## config.mk

```make
export PLATFORM = sky130hd
export DESIGN_NAME = worker_id_table_allocator
export DESIGN_NICKNAME = d
export VERILOG_FILES = /design/src/rtl/wita_pkg.sv /design/src/rtl/wita_slot_table.sv /design/src/rtl/wita_free_list.sv /design/src/rtl/worker_id_table_allocator.sv
export VERILOG_INCLUDE_DIRS = /design/src /design/src/rtl
export SDC_FILE = /design/constraint.sdc
export NUM_CORES = 1
export LEC_CHECK = 0
export ABC_CLOCK_PERIOD_IN_PS = 4220
export BUFFER_PORTS_ARGS = -buffer_cell sky130_fd_sc_hd__buf_2
export CELL_PAD_IN_SITES_DETAIL_PLACEMENT = 1
export CELL_PAD_IN_SITES_GLOBAL_PLACEMENT = 2
export CORE_ASPECT_RATIO = 0.7
export CORE_MARGIN = 5
export CORE_UTILIZATION = 44
export DETAILED_ROUTE_END_ITERATION = 8
export PLACE_DENSITY_LB_ADDON = 0.1
export SKIP_LAST_GASP = 1
export SLEW_MARGIN = 40
export SYNTH_ARGS = -nofsm -noshare
export SYNTH_HDL_FRONTEND = slang
export SYNTH_SLANG_ARGS = --single-unit
```

## constraint.sdc

```tcl
create_clock -name clk -period 4.22 [get_ports clk]
set_clock_uncertainty 0.2 [all_clocks]
set_input_delay 1.266 -clock clk [delete_from_list [all_inputs] [get_ports clk]]
set_output_delay 1.266 -clock clk [all_outputs]
set_load 0.02 [all_outputs]
```

## src/rtl/assert_macros.svh

```systemverilog
// ----------------------------------------------------------------------------
// Assertion macros
// Concurrent checks on clk, disabled while rst_n is low.
// ----------------------------------------------------------------------------
`ifndef ASSERT_MACROS_SVH
`define ASSERT_MACROS_SVH

// same-cycle implication
`define ASSERT_IMPL(lbl, ante, cons) \
  lbl: assert property (@(posedge clk) disable iff (!rst_n) (ante) |-> (cons)) \
    else $error("assertion failed");

// next-cycle implication
`define ASSERT_NEXT(lbl, ante, cons) \
  lbl: assert property (@(posedge clk) disable iff (!rst_n) (ante) |=> (cons)) \
    else $error("assertion failed");

`endif

```

## src/rtl/wita_pkg.sv

```systemverilog
// ----------------------------------------------------------------------------
// wita_pkg
// Shared types, codes and sizing helpers for the worker ID table allocator.
// ----------------------------------------------------------------------------
package wita_pkg;

  localparam int SLOT_COUNT_DEF    = 64;
  localparam int DYNAMIC_BASE_DEF  = 32;
  localparam int DYNAMIC_COUNT_DEF = 32;

  localparam logic [15:0] NULL_WORKER_ID = 16'h0000;

  typedef enum logic [2:0] {
    REQ_STATIC   = 3'd0,
    REQ_DYNAMIC  = 3'd1,
    REQ_RELEASE  = 3'd2,
    REQ_DEPLOYED = 3'd3,
    REQ_TERM     = 3'd4,
    REQ_QUERY    = 3'd5
  } req_t;

  typedef enum logic [2:0] {
    ST_OK      = 3'd0,
    ST_NO_FREE = 3'd1,
    ST_RANGE   = 3'd2,
    ST_DYN     = 3'd3,
    ST_BUSY    = 3'd4,
    ST_WRONG   = 3'd5
  } status_t;

  typedef enum logic [1:0] {
    SLOT_INACTIVE    = 2'd0,
    SLOT_DEPLOYING   = 2'd1,
    SLOT_ACTIVE      = 2'd2,
    SLOT_TERMINATING = 2'd3
  } slot_state_t;

  // slot table write port
  typedef struct packed {
    logic        en;
    slot_state_t state;
  } slot_wr_t;

  // free list control / status
  typedef struct packed {
    logic pop;
    logic push;
  } fl_ctrl_t;

  typedef struct packed {
    logic empty;
    logic full;
  } fl_stat_t;

  // width of a local ID as held in the free list
  function automatic int fid_width(input int slots, input int base, input int count);
    int top_val;
    top_val = slots - 1;
    if (base + count - 1 > top_val) top_val = base + count - 1;
    return $clog2(top_val + 1);
  endfunction

  function automatic int ptr_width(input int count);
    return (count > 1) ? $clog2(count) : 1;
  endfunction

endpackage

```

## src/rtl/wita_slot_table.sv

```systemverilog
// ----------------------------------------------------------------------------
// wita_slot_table
// Per-slot state memory with reset-cleared valid bits, registered read and
// write-to-read forwarding.
// ----------------------------------------------------------------------------
module wita_slot_table
  import wita_pkg::*;
#(
  parameter int SLOT_COUNT = SLOT_COUNT_DEF,
  parameter int SLOT_W     = $clog2(SLOT_COUNT)
) (
  input  logic              clk,
  input  logic              rst_n,
  input  logic [SLOT_W-1:0] rd_addr,
  output slot_state_t       rd_state,
  input  slot_wr_t          wr,
  input  logic [SLOT_W-1:0] wr_addr
);

  slot_state_t             mem [SLOT_COUNT];
  logic [SLOT_COUNT-1:0]   valid_r;
  slot_state_t             rd_state_r;

  always_ff @(posedge clk) begin
    if (!rst_n) begin
      valid_r <= '0;
    end else if (wr.en) begin
      valid_r[wr_addr] <= 1'b1;
    end
  end

  always_ff @(posedge clk) begin
    if (wr.en) begin
      mem[wr_addr] <= wr.state;
    end
  end

  // a never-written slot reads inactive; a same-edge write wins
  always_ff @(posedge clk) begin
    if (wr.en && (wr_addr == rd_addr)) begin
      rd_state_r <= wr.state;
    end else if (valid_r[rd_addr]) begin
      rd_state_r <= mem[rd_addr];
    end else begin
      rd_state_r <= SLOT_INACTIVE;
    end
  end

  assign rd_state = rd_state_r;

endmodule

```

## src/rtl/wita_free_list.sv

```systemverilog
// ----------------------------------------------------------------------------
// wita_free_list
// Circular FIFO of free dynamic IDs. The head is prefetched into a register
// each cycle; entries never written read as base plus index.
// ----------------------------------------------------------------------------
module wita_free_list
  import wita_pkg::*;
#(
  parameter int DYNAMIC_BASE  = DYNAMIC_BASE_DEF,
  parameter int DYNAMIC_COUNT = DYNAMIC_COUNT_DEF,
  parameter int FID_W         = fid_width(SLOT_COUNT_DEF, DYNAMIC_BASE_DEF, DYNAMIC_COUNT_DEF)
) (
  input  logic             clk,
  input  logic             rst_n,
  input  fl_ctrl_t         ctrl,
  input  logic [FID_W-1:0] push_id,
  output fl_stat_t         stat,
  output logic [FID_W-1:0] head_id
);

  localparam int PTR_W = ptr_width(DYNAMIC_COUNT);
  localparam int CNT_W = $clog2(DYNAMIC_COUNT + 1);
  localparam logic [PTR_W-1:0] PTR_LAST = PTR_W'(DYNAMIC_COUNT - 1);

  logic [FID_W-1:0] mem [DYNAMIC_COUNT];

  logic [PTR_W-1:0] take_r, take_nxt;
  logic [PTR_W-1:0] ret_r, ret_nxt;
  logic [CNT_W-1:0] count_r, count_nxt;
  logic             wrapped_r, wrapped_nxt;
  logic [FID_W-1:0] rd_r;
  logic             written_r;

  always_comb begin
    take_nxt    = take_r;
    ret_nxt     = ret_r;
    count_nxt   = count_r;
    wrapped_nxt = wrapped_r;
    if (ctrl.pop) begin
      take_nxt  = (take_r == PTR_LAST) ? '0 : take_r + 1'b1;
      count_nxt = count_r - 1'b1;
    end
    if (ctrl.push) begin
      ret_nxt   = (ret_r == PTR_LAST) ? '0 : ret_r + 1'b1;
      count_nxt = count_r + 1'b1;
      if (ret_r == PTR_LAST) wrapped_nxt = 1'b1;
    end
  end

  always_ff @(posedge clk) begin
    if (!rst_n) begin
      take_r    <= '0;
      ret_r     <= '0;
      count_r   <= CNT_W'(DYNAMIC_COUNT);
      wrapped_r <= 1'b0;
      written_r <= 1'b0;
    end else begin
      take_r    <= take_nxt;
      ret_r     <= ret_nxt;
      count_r   <= count_nxt;
      wrapped_r <= wrapped_nxt;
      // entries below the return pointer have been written, all once it wraps
      written_r <= wrapped_nxt || (take_nxt < ret_nxt);
    end
  end

  always_ff @(posedge clk) begin
    if (ctrl.push) begin
      mem[ret_r] <= push_id;
    end
  end

  always_ff @(posedge clk) begin
    if (ctrl.push && (ret_r == take_nxt)) begin
      rd_r <= push_id;
    end else begin
      rd_r <= mem[take_nxt];
    end
  end

  assign head_id    = written_r ? rd_r : FID_W'(DYNAMIC_BASE) + FID_W'(take_r);
  assign stat.empty = (count_r == '0);
  assign stat.full  = (count_r == CNT_W'(DYNAMIC_COUNT));

endmodule

```

## src/rtl/worker_id_table_allocator.sv

```systemverilog
// ----------------------------------------------------------------------------
// worker_id_table_allocator
// Worker slot state table with static reservation and a free-ID FIFO for
// dynamic reservation.
// ----------------------------------------------------------------------------
// A request is taken on any cycle with start high; busy is always low, so one
// request per cycle is sustained. Each request gives exactly one result word,
// shown on the out_ ports for one cycle with out_strobe high: the slot table
// read and free-ID head prefetch are registered along with the request, and
// the checks and state update sit between that register and the result
// register. Results cannot be held off. node_id is written over the APB port
// at byte address 0.
module worker_id_table_allocator
  import wita_pkg::*;
#(
  parameter int SLOT_COUNT    = SLOT_COUNT_DEF,
  parameter int DYNAMIC_BASE  = DYNAMIC_BASE_DEF,
  parameter int DYNAMIC_COUNT = DYNAMIC_COUNT_DEF
) (
  input  logic        clk,
  input  logic        rst_n,
  input  logic        start,
  output logic        busy,
  input  logic [2:0]  in_req_type,
  input  logic [15:0] in_worker_id,
  output logic        out_strobe,
  output logic [2:0]  out_status,
  output logic [15:0] out_result_id,
  output logic [1:0]  out_slot_state,
  input  logic        psel,
  input  logic        penable,
  input  logic        pwrite,
  input  logic [2:0]  paddr,
  input  logic [31:0] pwdata,
  output logic [31:0] prdata,
  output logic        pready
);

  `include "assert_macros.svh"

  localparam int SLOT_W = $clog2(SLOT_COUNT);
  localparam int FID_W  = fid_width(SLOT_COUNT, DYNAMIC_BASE, DYNAMIC_COUNT);

  // config
  logic [7:0] node_id_r;
  logic       cfg_wr;

  assign pready = 1'b1;
  assign cfg_wr = psel && penable && pwrite && pready;

  always_ff @(posedge clk) begin
    if (!rst_n) begin
      node_id_r <= 8'd0;
    end else if (cfg_wr && (paddr[2] == 1'b0)) begin
      node_id_r <= pwdata[7:0];
    end
  end

  assign prdata = (paddr[2] == 1'b0) ? {24'd0, node_id_r} : 32'd0;

  // stage 1
  logic        s1_valid_r;
  logic [2:0]  s1_req_r;
  logic [7:0]  s1_local_r;

  assign busy = 1'b0;

  always_ff @(posedge clk) begin
    if (!rst_n) begin
      s1_valid_r <= 1'b0;
    end else begin
      s1_valid_r <= start && !busy;
    end
  end

  always_ff @(posedge clk) begin
    if (start && !busy) begin
      s1_req_r   <= in_req_type;
      s1_local_r <= in_worker_id[7:0];
    end
  end

  slot_state_t       tbl_state;
  slot_wr_t          tbl_wr;
  logic [SLOT_W-1:0] tbl_wr_addr;
  fl_ctrl_t          fl_ctrl;
  fl_stat_t          fl_stat;
  logic [FID_W-1:0]  head_id;

  wita_slot_table #(
    .SLOT_COUNT (SLOT_COUNT),
    .SLOT_W     (SLOT_W)
  ) u_table (
    .clk      (clk),
    .rst_n    (rst_n),
    .rd_addr  (in_worker_id[SLOT_W-1:0]),
    .rd_state (tbl_state),
    .wr       (tbl_wr),
    .wr_addr  (tbl_wr_addr)
  );

  wita_free_list #(
    .DYNAMIC_BASE  (DYNAMIC_BASE),
    .DYNAMIC_COUNT (DYNAMIC_COUNT),
    .FID_W         (FID_W)
  ) u_free (
    .clk     (clk),
    .rst_n   (rst_n),
    .ctrl    (fl_ctrl),
    .push_id (FID_W'(s1_local_r[SLOT_W-1:0])),
    .stat    (fl_stat),
    .head_id (head_id)
  );

  logic        local_in_range;
  logic        local_is_dyn;
  logic        head_in_range;
  status_t     res_status;
  logic [7:0]  res_local;
  slot_state_t res_state;

  assign local_in_range = ({1'b0, s1_local_r} < 9'(SLOT_COUNT));
  assign local_is_dyn   = ({1'b0, s1_local_r} >= 9'(DYNAMIC_BASE));
  assign head_in_range  = ((FID_W + 1)'(head_id) < (FID_W + 1)'(SLOT_COUNT));

  // IDs in the free list always belong to inactive slots, so the head slot
  // needs no state lookup on dynamic reserve.
  always_comb begin
    res_status   = ST_OK;
    res_local    = 8'd0;
    res_state    = SLOT_INACTIVE;
    tbl_wr.en    = 1'b0;
    tbl_wr.state = SLOT_INACTIVE;
    tbl_wr_addr  = s1_local_r[SLOT_W-1:0];
    fl_ctrl      = '0;
    if (s1_req_r == REQ_DYNAMIC) begin
      tbl_wr_addr = head_id[SLOT_W-1:0];
      priority if (fl_stat.empty) begin
        res_status = ST_NO_FREE;
      end else if (!head_in_range) begin
        res_status = ST_RANGE;
      end else begin
        fl_ctrl.pop  = 1'b1;
        tbl_wr.en    = 1'b1;
        tbl_wr.state = SLOT_DEPLOYING;
        res_local    = 8'(head_id);
        res_state    = SLOT_DEPLOYING;
      end
    end else if (s1_req_r > REQ_QUERY) begin
      res_status = ST_WRONG;
    end else if (!local_in_range) begin
      res_status = ST_RANGE;
    end else begin
      res_state = tbl_state;
      unique case (s1_req_r)
        REQ_STATIC: begin
          priority if (local_is_dyn) begin
            res_status = ST_DYN;
          end else if (tbl_state != SLOT_INACTIVE) begin
            res_status = ST_BUSY;
          end else begin
            tbl_wr.en    = 1'b1;
            tbl_wr.state = SLOT_DEPLOYING;
            res_local    = s1_local_r;
            res_state    = SLOT_DEPLOYING;
          end
        end
        REQ_RELEASE: begin
          priority if (tbl_state == SLOT_ACTIVE) begin
            res_status = ST_WRONG;
          end else if (local_is_dyn && (tbl_state == SLOT_INACTIVE)) begin
            res_status = ST_WRONG;
          end else begin
            fl_ctrl.push = local_is_dyn && !fl_stat.full;
            tbl_wr.en    = 1'b1;
            tbl_wr.state = SLOT_INACTIVE;
            res_local    = s1_local_r;
            res_state    = SLOT_INACTIVE;
          end
        end
        REQ_DEPLOYED: begin
          if (tbl_state != SLOT_DEPLOYING) begin
            res_status = ST_WRONG;
          end else begin
            tbl_wr.en    = 1'b1;
            tbl_wr.state = SLOT_ACTIVE;
            res_local    = s1_local_r;
            res_state    = SLOT_ACTIVE;
          end
        end
        REQ_TERM: begin
          if (tbl_state != SLOT_ACTIVE) begin
            res_status = ST_WRONG;
          end else begin
            tbl_wr.en    = 1'b1;
            tbl_wr.state = SLOT_TERMINATING;
            res_local    = s1_local_r;
            res_state    = SLOT_TERMINATING;
          end
        end
        default: begin
          res_local = s1_local_r;
        end
      endcase
    end
    if (!s1_valid_r) begin
      tbl_wr.en = 1'b0;
      fl_ctrl   = '0;
    end
  end

  // result register
  logic        out_strobe_r;
  logic [2:0]  out_status_r;
  logic [15:0] out_result_id_r;
  logic [1:0]  out_slot_state_r;

  always_ff @(posedge clk) begin
    if (!rst_n) begin
      out_strobe_r <= 1'b0;
    end else begin
      out_strobe_r <= s1_valid_r;
    end
  end

  always_ff @(posedge clk) begin
    out_status_r     <= res_status;
    out_result_id_r  <= (res_status == ST_OK) ? {node_id_r, res_local} : NULL_WORKER_ID;
    out_slot_state_r <= res_state;
  end

  assign out_strobe     = out_strobe_r;
  assign out_status     = out_status_r;
  assign out_result_id  = out_result_id_r;
  assign out_slot_state = out_slot_state_r;

  `ASSERT_NEXT(a_word_follows, s1_valid_r, out_strobe_r)
  `ASSERT_IMPL(a_pop_xor_push, fl_ctrl.pop, !fl_ctrl.push)
  `ASSERT_IMPL(a_pop_not_empty, fl_ctrl.pop, !fl_stat.empty)
  `ASSERT_IMPL(a_push_not_full, fl_ctrl.push, !fl_stat.full)
  `ASSERT_IMPL(a_write_from_item, tbl_wr.en, s1_valid_r)

endmodule

```

==> results by group <==
Outcome
  – Status: complete, no violations

Yosys
  – Yosys cell types: 64
  – Post-synthesis sequential area ratio: 0.650
  – Number of enable flip-flop cells after synthesis: 331
  – Syn Inst Count: 1,361
  – Post-Syn Area: 19,000 sq um
  – Ys Warns: 0
  – Synth Area per Inst: ~14 sq um
  – Synth Register Bits: around 450
  – Async set-reset flop share out of synthesis: 0
  – Top FF cell, synth: edfxtp_1

Global route
  – Initial antenna violation count: 2
  – First-pass GRT wire length: 75,900 microns
  – Number of global-route vias before repair: 11,975
  – Grt ovf: 0
  – Largest net degree at the start of global routing: 65
  – Total GRT Usage: 0.209

Hold path
  – Worst Hold Class: flip-flop to flip-flop
  – Hold depth: 2

Final layout
  – Final std cells w/o fill: 2,039
  – Synth-to-Final Area Change: 13.0%
  – Nets: ~1,500
  – Post-layout util: 0.505
  – Layout cells sized above 1: 0.179
  – Filler Cells Inserted: roughly 4,200
  – Multi-input combinational cell area: approximately 6100 sq um
  – Register area: 12,300 sq um

Floorplan
  – Die area: roughly 47,000 sq um
  – Site Rows: 63
  – Die height: between 150 and 200 microns
  – Top-Level Pins: about 120
  – CORE AREA: about 42,000 sq um
  – Initial Utilization: 0.447
  – Width of the die: 258 microns

Clock tree
  – PostCTS Resize Cnt: 0
  – Setup Fix Bufs, Post-CTS: 0
  – Clk slew on worst S/H paths: ~60 ps
  – TritonCTS Buffers: 46
  – Max H-tree Level: 2
  – # hold bufs at CTS: 0
  – CTS sink cnt: about 450
  – Bufs on Longest Clock Path: 3
  – CTS tree: done
  – Worst skew pair latency: between 500 and 600 ps
  – CTS root buf: clkbuf_16

Place
  – Dpl hpwl: roughly 34,000 microns
  – GP Congestion: 0.770
  – Total placed cells including tap cells: 1,953
  – PortBufs: 55

Setup path
  – Element type at the critical path end: flip-flop
  – Max FO, Critical Path: 12
  – Startpoint Class: flip-flop
  – R2R setup slack: 200 ps
  – R2R cell count: 9
  – Data arrival, critical path: 4060 ps
  – Critical path required time: between 4000 and 5000 ps
  – Worst Path Class, Setup: flip-flop to flip-flop

Timing
  – Crit share post-route: 0.954
  – Final hold violation count: 0
  – RSZ-0062 raised after global routing: false
  – Hold WS: about 250 ps
  – Fmax: roughly 250 MHz
  – Max Slew Vio Count: 0
  – Sum Neg Setup Slack: 0 ps
  – Final setup fails: 0
  – Max transition margin: 0.501
  – Final min period: 4020 ps
  – Tightest Pin Transition: between 700 and 800 ps

Routing
  – DRT Pass-1 Iters: 5
  – Vias: 11,715
  – Via density: between 5 and 6
  – Mean routed wirelength per cell: between 20 and 25 microns
  – DRC: 0
  – DR iter-0 viols: 976
  – Final WL: slightly below 50,000 microns
  – Post-route ant nets: 0

Pwr
  – Leak: about 0.0070 uW
  – Maximum vdd ir drop: 0.266 mV
  – Cell Pwr Density: about 430 nW/um^2

Flow run
  – MaxCap Viol Count: 0
==> stage by stage <==
step	total power (uW)	setup slack (ps)	instance area (sq um)
2_1_floorplan	5290	165	19100
3_3_place_gp	5500	316	20000
3_5_place_dp	5510	241	20000
4_1_cts	9370	193	21400
5_1_grt	9640	9.08	21400
6_report	9290	196	21400
==> Yosys cell counts, types with 3 or more instances <==
cell / instances / share of area
o31a_1: 6 / 0.0028
buf_4: 35 / 0.014
o31ai_1: 3 / 0.0012
mux4_2: 62 / 0.074
nand3_1: 17 / 0.0045
mux2i_1: 86 / 0.045
ha_1: 15 / 0.0099
clkbuf_1: 48 / 0.0095
nor3_1: 19 / 0.0050
and2_1: 18 / 0.0059
xor2_1: 11 / 0.0051
mux2_2: 5 / 0.0030
a31o_2: 3 / 0.0014
edfxtp_1: 331 / 0.52
xnor2_1: 5 / 0.0023
a21oi_1: 63 / 0.017
o22ai_1: 7 / 0.0023
a21o_1: 6 / 0.0024
a22o_1: 24 / 0.011
nor4_2: 3 / 0.0020
a32o_1: 4 / 0.0021
a211o_1: 3 / 0.0014
nand2_1: 97 / 0.019
or3b_2: 3 / 0.0014
buf_2: 12 / 0.0032
o21ai_0: 55 / 0.015
nand3b_1: 3 / 0.0012
nor2_1: 129 / 0.026
a31oi_1: 4 / 0.0013
and3b_1: 3 / 0.0014
and3_1: 5 / 0.0016
or3_1: 7 / 0.0023
a22oi_1: 58 / 0.023
nand2b_1: 16 / 0.0053
buf_1: 3 / 0.00059
dfxtp_1: 120 / 0.13
inv_1: 23 / 0.0045
nor2b_1: 14 / 0.0046
==> placed cells by master (no fill, tap or decap), types with 16 or more instances in the layout <==
master	n
buf_4	54
nand3_1	17
edfxtp_1	331
a22oi_1	58
a21oi_1	63
inv_1	22
and2_1	18
mux2i_1	86
a22o_1	24
dfxtp_1	119
nand2_1	97
clkbuf_16	47
buf_2	54
conb_1	28
nor2_1	129
mux4_2	62
o21ai_0	54
nand2b_1	16
nor3_1	18
==> cells by family (layout without fill, tap and decap cells) <==
group                    count (synthesis)  in the layout  synth area share
XOR/XNOR                                16             16           0.00738
flip-flops                             451            451             0.650
other                                    2             29          0.000396
adder cells (fa/ha/maj)                 16             16            0.0109
AND/OR/NAND/NOR                        343            343            0.0838
multiplexers                           156            156             0.124
AO/OA/AOI/OAI                          254            254            0.0900
buffers and inverters                  123            222            0.0328
==> cell type report <==
cell class / count / area share
multi-input cells: 813 / 0.285
clock buffers: 56 / 0.0564
repair buffers: 114 / 0.0371
diodes: 1 / 0.000117
inverters: 23 / 0.00403
well taps: 552 / 0.0322
flip-flops and latches: 451 / 0.576
clock inverters: 29 / 0.00904
==> metal layers <==
| layer | GRT usage | up-vias | part of all wire | routed length (microns) |
|---|---|---|---|---|
| met2 | 0.306 | 307 | 0.43 | 21200 |
| met1 | 0.329 | 6052 | 0.50 | 24600 |
| met3 | 0.0413 | 59 | 0.061 | 3040 |
| met5 | 0 | - | 0.00026 | 13 |
| met4 | 0.0382 | 2 | 0.015 | 746 |
| li1 | - | 5295 | - | - |
==> flip-flops by register name, indices dropped and copies added, names as in the netlist, 5 cells and up, named ones only <==
signal	flops
u_free.mem	192
u_table.mem	128
u_table.valid_r	64
out_result_id	16
node_id_r	8
s1_local_r	8
u_free.count_r	6
u_free.ret_r	5
u_free.take_r	5
==> critical path, stage by stage, from the launching register on <==
cell and delay [ps]:
dfxtp_1 610, and2_1 380, buf_4 280, a22oi_1 150, a21oi_1 310, nor4_2 140, mux2i_2 590, a31o_2 450
nand2_1 310, nor2_1 260
==> where the power goes <==
group / leakage, uW / total (uW) / internal (uW) / switching (uW)
Clock: 0.000674 / 3870 / 2160 / 1710
Sequential: 0.00390 / 4840 / 4790 / 50.4
Combinational: 0.00246 / 575 / 190 / 385
==> path summary, 6_finish.rpt <==
| kind | from | endpoint |
|---|---|---|
| hold reg to reg | u_table.valid_r[13] | u_table.valid_r[13] |
| hold / removal | u_table.valid_r[13] | u_table.valid_r[13] |
| setup / recovery | flip-flop | u_table.mem[6][0] |
| setup reg to reg | flip-flop | u_table.mem[6][0] |
No activity file was read; power rests on OpenSTA's default activity.
